==> src/rtl/trfe_pkg.sv <==
// Shared types and constants for the escaped transmit-request framer.
// No dependencies; imported by every module of the block.
package trfe_pkg;

	typedef struct packed {
		logic [7:0]  data_byte;
		logic        first_byte;
		logic        last_byte;
		logic [7:0]  payload_length;
		logic [15:0] dest_address;
	} req_t;

	typedef struct packed {
		logic [7:0] out_byte;
		logic       frame_end;
		logic       run_end;
	} tx_t;

	// One classified request, with all frame fields already worked out.
	typedef struct packed {
		logic [7:0]  data_byte;
		logic [7:0]  len_low;
		logic [7:0]  frame_id;
		logic [15:0] dest_address;
		logic [7:0]  checksum;
		logic        first_byte;
		logic        last_byte;
	} cmd_t;

	localparam logic [7:0] START_BYTE = 8'h7E;
	localparam logic [7:0] ESC_BYTE   = 8'h7D;
	localparam logic [7:0] XON_BYTE   = 8'h11;
	localparam logic [7:0] XOFF_BYTE  = 8'h13;
	localparam logic [7:0] ESC_XOR    = 8'h20;
	localparam logic [7:0] TX16_TYPE  = 8'h01;
	localparam logic [7:0] ID_LIMIT   = 8'hFF;
	localparam logic [7:0] ID_FIRST   = 8'h01;
	localparam logic [7:0] LEN_EXTRA  = 8'h05;

	// Byte positions within a frame.
	localparam logic [3:0] POS_START  = 4'd0;
	localparam logic [3:0] POS_LEN_HI = 4'd1;
	localparam logic [3:0] POS_LEN_LO = 4'd2;
	localparam logic [3:0] POS_TYPE   = 4'd3;
	localparam logic [3:0] POS_ID     = 4'd4;
	localparam logic [3:0] POS_ADDR_H = 4'd5;
	localparam logic [3:0] POS_ADDR_L = 4'd6;
	localparam logic [3:0] POS_OPTION = 4'd7;
	localparam logic [3:0] POS_DATA   = 4'd8;
	localparam logic [3:0] POS_CKSUM  = 4'd9;

endpackage

==> src/rtl/trfe_front.sv <==
// Front end: accepts requests, tracks frame id, running sum and frame state,
// and turns each request that opens or continues a frame into a command. Depends on trfe_pkg.
module trfe_front (
	input  logic          clk,
	input  logic          arst_n,
	input  logic          req_valid,
	output logic          req_ready,
	input  trfe_pkg::req_t req,
	output logic          push,
	output trfe_pkg::cmd_t cmd,
	input  logic          queue_full
);
	import trfe_pkg::*;

	logic [7:0] frame_id_q;
	logic [7:0] sum_acc_q;
	logic       in_frame_q;
	logic       accept;
	logic [7:0] id_next;
	logic [7:0] hdr_sum;
	logic [7:0] sum_next;

	assign req_ready = !queue_full;
	assign accept    = req_valid && req_ready;
	// Bytes outside a frame are dropped without a command.
	assign push      = accept && (req.first_byte || in_frame_q);

	assign id_next = (frame_id_q + 8'd1 == ID_LIMIT) ? ID_FIRST : frame_id_q + 8'd1;
	assign hdr_sum = TX16_TYPE + frame_id_q + req.dest_address[15:8]
		+ req.dest_address[7:0];
	assign sum_next = (req.first_byte ? hdr_sum : sum_acc_q) + req.data_byte;

	always_comb begin
		cmd.data_byte    = req.data_byte;
		cmd.len_low      = req.payload_length + LEN_EXTRA;
		cmd.frame_id     = frame_id_q;
		cmd.dest_address = req.dest_address;
		cmd.checksum     = ~sum_next;
		cmd.first_byte   = req.first_byte;
		cmd.last_byte    = req.last_byte;
	end

	always_ff @(posedge clk or negedge arst_n) begin
		if (!arst_n) begin
			frame_id_q <= ID_FIRST;
			sum_acc_q  <= 8'd0;
			in_frame_q <= 1'b0;
		end else if (push) begin
			if (req.first_byte) begin
				frame_id_q <= id_next;
			end
			if (req.last_byte) begin
				sum_acc_q  <= 8'd0;
				in_frame_q <= 1'b0;
			end else begin
				sum_acc_q  <= sum_next;
				in_frame_q <= 1'b1;
			end
		end
	end

endmodule

==> src/rtl/trfe_queue.sv <==
// Short command queue between the front and back ends.
// Depends on trfe_pkg for the command type.
module trfe_queue #(
	parameter int DEPTH = 4
) (
	input  logic           clk,
	input  logic           arst_n,
	input  logic           push,
	input  trfe_pkg::cmd_t push_cmd,
	output logic           full,
	input  logic           pop,
	output logic           head_valid,
	output trfe_pkg::cmd_t head_cmd
);
	import trfe_pkg::*;

	localparam int AW = (DEPTH > 1) ? $clog2(DEPTH) : 1;
	localparam int CW = $clog2(DEPTH + 1);

	cmd_t            entry_q [DEPTH];
	logic [AW-1:0]   wr_ptr_q;
	logic [AW-1:0]   rd_ptr_q;
	logic [CW-1:0]   count_q;
	logic            do_push;
	logic            do_pop;

	assign full       = (count_q == CW'(DEPTH));
	assign head_valid = (count_q != '0);
	assign head_cmd   = entry_q[rd_ptr_q];
	assign do_push    = push && !full;
	assign do_pop     = pop && head_valid;

	always_ff @(posedge clk) begin
		if (do_push) begin
			entry_q[wr_ptr_q] <= push_cmd;
		end
	end

	always_ff @(posedge clk or negedge arst_n) begin
		if (!arst_n) begin
			wr_ptr_q <= '0;
			rd_ptr_q <= '0;
			count_q  <= '0;
		end else begin
			if (do_push) begin
				wr_ptr_q <= (wr_ptr_q == AW'(DEPTH - 1)) ? '0 : wr_ptr_q + 1'b1;
			end
			if (do_pop) begin
				rd_ptr_q <= (rd_ptr_q == AW'(DEPTH - 1)) ? '0 : rd_ptr_q + 1'b1;
			end
			if (do_push && !do_pop) begin
				count_q <= count_q + 1'b1;
			end else if (do_pop && !do_push) begin
				count_q <= count_q - 1'b1;
			end
		end
	end

endmodule

==> src/rtl/trfe_back.sv <==
// Back end: walks the frame bytes of the head command, escapes them and
// drives the registered output byte stream. Depends on trfe_pkg.
module trfe_back (
	input  logic           clk,
	input  logic           arst_n,
	input  logic           head_valid,
	input  trfe_pkg::cmd_t head_cmd,
	output logic           pop,
	output logic           tx_valid,
	input  logic           tx_ready,
	output trfe_pkg::tx_t  tx
);
	import trfe_pkg::*;

	logic [3:0] pos_q;
	logic       busy_q;
	logic       esc_q;
	logic       tx_valid_q;
	tx_t        tx_q;

	logic [3:0] pos;
	logic [3:0] end_pos;
	logic [7:0] raw;
	logic       needs_esc;
	logic       byte_done;
	logic       fire;
	logic       cmd_done;
	tx_t        tx_next;

	// A new command starts at the header or, mid-frame, at its data byte.
	assign pos     = busy_q ? pos_q : (head_cmd.first_byte ? POS_START : POS_DATA);
	assign end_pos = head_cmd.last_byte ? POS_CKSUM : POS_DATA;

	always_comb begin
		case (pos)
			POS_START:  raw = START_BYTE;
			POS_LEN_HI: raw = 8'h00;
			POS_LEN_LO: raw = head_cmd.len_low;
			POS_TYPE:   raw = TX16_TYPE;
			POS_ID:     raw = head_cmd.frame_id;
			POS_ADDR_H: raw = head_cmd.dest_address[15:8];
			POS_ADDR_L: raw = head_cmd.dest_address[7:0];
			POS_OPTION: raw = 8'h00;
			POS_DATA:   raw = head_cmd.data_byte;
			POS_CKSUM:  raw = head_cmd.checksum;
			default:    raw = head_cmd.data_byte;
		endcase
	end

	// The start byte itself is never escaped.
	assign needs_esc = (pos != POS_START) && (raw == START_BYTE || raw == ESC_BYTE
		|| raw == XON_BYTE || raw == XOFF_BYTE);
	assign byte_done = !needs_esc || esc_q;
	assign fire      = head_valid && (!tx_valid_q || tx_ready);
	assign cmd_done  = byte_done && (pos == end_pos);
	assign pop       = fire && cmd_done;

	always_comb begin
		tx_next.out_byte  = esc_q ? (raw ^ ESC_XOR) : (needs_esc ? ESC_BYTE : raw);
		tx_next.frame_end = cmd_done && head_cmd.last_byte;
		tx_next.run_end   = cmd_done;
	end

	always_ff @(posedge clk or negedge arst_n) begin
		if (!arst_n) begin
			pos_q      <= POS_START;
			busy_q     <= 1'b0;
			esc_q      <= 1'b0;
			tx_valid_q <= 1'b0;
		end else begin
			if (fire) begin
				tx_valid_q <= 1'b1;
				if (cmd_done) begin
					busy_q <= 1'b0;
					esc_q  <= 1'b0;
				end else if (byte_done) begin
					pos_q  <= pos + 4'd1;
					busy_q <= 1'b1;
					esc_q  <= 1'b0;
				end else begin
					pos_q  <= pos;
					busy_q <= 1'b1;
					esc_q  <= 1'b1;
				end
			end else if (tx_ready) begin
				tx_valid_q <= 1'b0;
			end
		end
	end

	always_ff @(posedge clk) begin
		if (fire) begin
			tx_q <= tx_next;
		end
	end

	assign tx_valid = tx_valid_q;
	assign tx       = tx_q;

endmodule

==> src/rtl/tx_request_framer_escaped_unit.sv <==
// Escaped transmit-request framer, top level.
// Depends on trfe_pkg, trfe_front, trfe_queue and trfe_back.
//
// The req channel takes payload bytes; the request that carries first_byte
// also carries payload_length and dest_address and opens a new frame. The
// tx channel delivers the escaped frame one byte a cycle while a command
// waits and tx_ready allows, with frame_end on the last checksum byte and
// run_end on the last byte caused by a request. Requests outside an open
// frame are accepted and dropped. The first byte of a request reaches tx
// through the command queue and the output register. The byte sequencer
// sends one byte per cycle while tx_ready allows, so a payload request
// gives one byte, or two when its byte is escaped; a first request adds
// eight to twelve header bytes and a last request one or two checksum
// bytes. The queue of QUEUE_DEPTH commands absorbs those bursts.
// Reset clears the queue, the frame state and tx_valid; the frame id
// restarts at 1. When tx_ready is low the output byte holds, the sequencer
// waits, and req_ready drops once the queue is full.
module tx_request_framer_escaped_unit #(
	parameter int QUEUE_DEPTH = 4
) (
	input  logic           clk,
	input  logic           arst_n,
	input  logic           req_valid,
	output logic           req_ready,
	input  trfe_pkg::req_t req,
	output logic           tx_valid,
	input  logic           tx_ready,
	output trfe_pkg::tx_t  tx
);
	import trfe_pkg::*;

	cmd_t push_cmd;
	cmd_t head_cmd;
	logic push;
	logic full;
	logic pop;
	logic head_valid;

	trfe_front u_front (
		.clk        (clk),
		.arst_n     (arst_n),
		.req_valid  (req_valid),
		.req_ready  (req_ready),
		.req        (req),
		.push       (push),
		.cmd        (push_cmd),
		.queue_full (full)
	);

	trfe_queue #(
		.DEPTH (QUEUE_DEPTH)
	) u_queue (
		.clk        (clk),
		.arst_n     (arst_n),
		.push       (push),
		.push_cmd   (push_cmd),
		.full       (full),
		.pop        (pop),
		.head_valid (head_valid),
		.head_cmd   (head_cmd)
	);

	trfe_back u_back (
		.clk        (clk),
		.arst_n     (arst_n),
		.head_valid (head_valid),
		.head_cmd   (head_cmd),
		.pop        (pop),
		.tx_valid   (tx_valid),
		.tx_ready   (tx_ready),
		.tx         (tx)
	);

endmodule

==> config.mk <==
export PLATFORM = sky130hd
export DESIGN_NAME = tx_request_framer_escaped_unit
export DESIGN_NICKNAME = d
export VERILOG_FILES = /design/src/rtl/trfe_pkg.sv /design/src/rtl/trfe_front.sv /design/src/rtl/trfe_queue.sv /design/src/rtl/trfe_back.sv /design/src/rtl/tx_request_framer_escaped_unit.sv
export SDC_FILE = /design/constraint.sdc
export NUM_CORES = 1
export LEC_CHECK = 0
export BUFFER_PORTS_ARGS = -buffer_cell sky130_fd_sc_hd__buf_2
export CAP_MARGIN = 15
export CORE_MARGIN = 4
export CORE_UTILIZATION = 45
export DETAILED_ROUTE_END_ITERATION = 8
export SYNTH_ARGS = -nofsm -noshare
export SYNTH_HDL_FRONTEND = slang
export SYNTH_HIERARCHICAL = 1
export SYNTH_SLANG_ARGS = --single-unit
==> constraint.sdc <==
create_clock -name clk -period 7.1 [get_ports clk]
set_input_delay 1.065 -clock clk [delete_from_list [all_inputs] [get_ports clk]]
set_output_delay 1.065 -clock clk [all_outputs]
set_load 0.02 [all_outputs]
==> results.txt <==
----------------------------------------------------
[Setup path]
  FF-to-FF path depth ... 14
  Maximum net fanout on the critical path ... 41
  Number of buffers and inverters on the critical path ... 1
  Top delay family on crit path ... compound AO/OA/AOI/OAI gates
  Startpoint type of the worst setup path ... flip-flop
  Arrival time of data at the critical path endpoint ... 5.22 ns
  Maximum cell stage delay along the critical path ... 0.92 ns
  Required time of the critical path ... 7.50 ns
  Cells along the critical path ... mux4_1 -> nand2b_1 -> a221o_2 -> o32ai_2 -> or3b_1 -> a2111oi_2 -> o221ai_2 -> nand2_1 -> nor2_1 -> nand2_4 -> ha_1 -> inv_1 -> fa_1 -> mux2_2
  Worst Setup End Kind ... flip-flop
  Slowest cell on the critical path ... dfrtp_4
  Path length in cells of the critical path ... 14
  Critical Setup Path Class ... flip-flop to flip-flop

[Synth]
  Primary FF master, synth ... edfxtp_1
  Cells after Synth ... 682
  Post-synth EDFFs ... 210
  Unique masters post-synth ... 85
  Leading area contributor after synthesis ... edfxtp_1
  Share of synthesized flip-flops with an asynchronous set or reset ... 12.9%
  Post-synth top area share ... 56.8%
  Mean instance size in the synthesized netlist ... 16.3 µm²
  Fraction of the yosys area taken by sequential cells ... 63.8%
  Mapped Area ... 11100 µm²
  Top post-synthesis cells by area ... edfxtp_1, mux4_2, dfrtp_1, ha_1, buf_4
  Number of synthesis warnings ... 6
  Synth Net Count ... 752
  Flops & latches, synth ... 241

[Power and ir drop]
  Ratio of total power to cell area ... 469 nW/µm²
  Leakage ... 4.39 nW
  Internal cell power ... 3.76 mW
  Switching part of the total ... 34.7%
  Proportion of power drawn by flip-flops and latches ... 39.9%
  Net load switching power ... 2.00 mW
  Gate power share ... 36.9%
  VDD IR-drop max ... 235 µV
  Clock network fraction of design power ... 23.2%

[Floorplanning]
  Num rows ... 57
  Area inside the core boundary ... 24300 µm²
  Starting density of the core ... 45.6%
  Die Y-Extent ... 165 µm
  Total I/O pin count ... 50
  Area of the die ... 27200 µm²
  Chip Width ... 165 µm

[Clock tree]
  TritonCTS clock tree ... yes
  Post-CTS setup buffer count ... 0
  Number of cells upsized or downsized after cts ... 0
  Worst-Skew Late Latency ... 0.52 ns
  Buffers from clock root to sink, at most ... 3
  Num Clock Sinks ... 241
  Clock slew at reported path FFs ... 0.06 ns
  CTS H-tree depth ... 1
  Clock root cell ... clkbuf_16
  CTS buffer count ... 26
  Number of hold buffers added after cts ... 0

[Detailed routing]
  Number of violations reported at the end of detailed-routing iteration 0 ... 394
  Post-route ant nets ... 0
  Vias per inst ... 5.60
  Post-route DRC violation count ... 0
  Router iterations before antenna repair ... 4
  Final wirelength ... 23100 µm
  Vias ... 5920
  Wirelength per Cell ... 21.8 µm

[Layout]
  Number of nets in the layout ... 784
  Inserted Diodes ... 0
  Commonest non-fill, non-tap cell in the layout ... edfxtp_1
  Post-route cell area ... 12300 µm²
  Synth-to-layout area growth ... 10.7%
  Highest-count cells in the layout ignoring fill and taps ... edfxtp_1, buf_2, mux4_2, inv_1, nor2_1
  Layout cells sized above 1 ... 24.9%

[Timing]
  Crit share post-route ... 67.9%
  Worst max-slew margin expressed relative to the limit ... 42.8%
  Highest Clock Rate ... 207 MHz
  Accumulated negative setup slack ... 0 ns
  Post-layout min period ... 4.82 ns
  Final setup skew ... 0.00980 ns
  Max-slew violation total from the final report ... 0
  Total count of hold-check failures in the final report ... 0
  Slew @ Worst Pin ... 0.846 ns
  Number of endpoints failing setup at the final stage ... 0
  Unrepaired setup endpoints after global routing ... no

[Global route]
  First-pass GRT wire length ... 35500 µm
  Number of antenna violations at the first check in global routing ... 0
  Maximum number of pins on one net before global-route repair ... 51
  Vias in the first global route ... 6118
  GRT Util Overall ... 17.3%
  Grt ovf ... 0

[Worst hold path]
  Min-Delay Path Depth ... 2
  Class of the tightest hold or removal check ... flip-flop to flip-flop

[Placed design]
  Routability Congestion ... 0.843
  Number of I/O port buffers ... 49
  Estimated wirelength of the detail-placed design ... 15400 µm
  Instance area at placement ... 11400 µm²

[Job]
  Max capacitance violation total ... 0

[Status]
  Outcome ... finished clean

----------------------------------------------------
synthesized netlist by cell type (all sizes together) (9+ instances only):
cell type,n
ha,22
xnor2,13
nand2,33
o31ai,9
nor2,33
mux4,50
a21oi,21
and2,10
buf,45
mux2,10
fa,10
xor2,14
o21ai,18
inv,34
dfrtp,30
edfxtp,210
worst min-delay path: stages, from the launching register on:
cell     delay, ns
dfrtp_1       0.34
nand2_1       0.05
o41ai_1       0.05
metal layers:
| metal | GRT usage, % | wire length (µm) |
|---|---|---|
| met1 | 24.4 | 10100 |
| met5 | 0 | 0 |
| met3 | 2.57 | 1100 |
| met4 | 4.73 | 543 |
| met2 | 28.4 | 11300 |
logic make-up after synthesis:
logic type / Yosys count / synth area share, %
DFF: 241 / 63.8
xor gates and xnor gates: 28 / 2.33
AOI/OAI and AO/OA: 104 / 6.87
adders and majority gates: 32 / 4.28
and+or+nand+nor: 127 / 6.29
buffers and inverters: 87 / 4.90
muxes: 63 / 11.5
power groups by stage:
stage	sequential (mW)	combinational (mW)	clock, mW
after floorplan	2.20	1.69	0
after global placement	2.32	2.12	0
after detailed placement	2.34	2.14	0
after CTS	2.32	2.16	1.37
after global routing	2.36	2.33	1.43
final	2.30	2.13	1.33
layout make-up:
class	count	area [µm²]
Sequential cell	241	7090
Multi-Input combinational cell	354	3480
Timing Repair Buffer	57	305
Clock inverter	13	119
Tap cell	324	405
Clock buffer	35	756
Inverter	34	128
Fill cell	1991	12000
stage by stage:
step	total power [mW]	instances	hold slack, ns	utilization (%)	worst slack [ns]
2_1_floorplan	3.88	682	0.439	-	2.91
3_3_place_gp	4.44	1010	0.455	46.9	2.26
3_5_place_dp	4.49	1010	0.465	46.9	2.23
4_1_cts	5.84	1058	0.479	50.5	2.22
5_1_grt	6.12	1058	0.502	50.5	1.81
6_report	5.76	1058	0.477	50.5	2.28
path summary, 6_finish.rpt:
kind	start	end	slack, ns
worst min register to register	u_front/sum_acc_q[6]	u_front/sum_acc_q[6]	0.48
worst min-delay path	u_front/sum_acc_q[6]	u_front/sum_acc_q[6]	0.48
max in group asynchronous	arst_n	u_queue/rd_ptr_q[0]	5.86
worst max-delay path	u_queue/rd_ptr_q[0]	u_queue/count_q[1]	2.28
min in group asynchronous	arst_n	u_back/pos_q[3]	0.64
worst max register to register	u_queue/rd_ptr_q[0]	u_queue/count_q[1]	2.28
registers in the layout (all words and copies together), names as in the netlist:
signal / cells
u_queue/entry_q: 200
u_back/tx: 10
u_front/frame_id_q: 8
u_front/sum_acc_q: 8
u_back/pos_q: 4
u_queue/count_q: 3
u_queue/rd_ptr_q: 2
u_queue/wr_ptr_q: 2
u_back/busy_q: 1
u_back/esc_q: 1
u_back/tx_valid: 1
u_front/in_frame_q: 1
(Power assumes the default switching activity.)
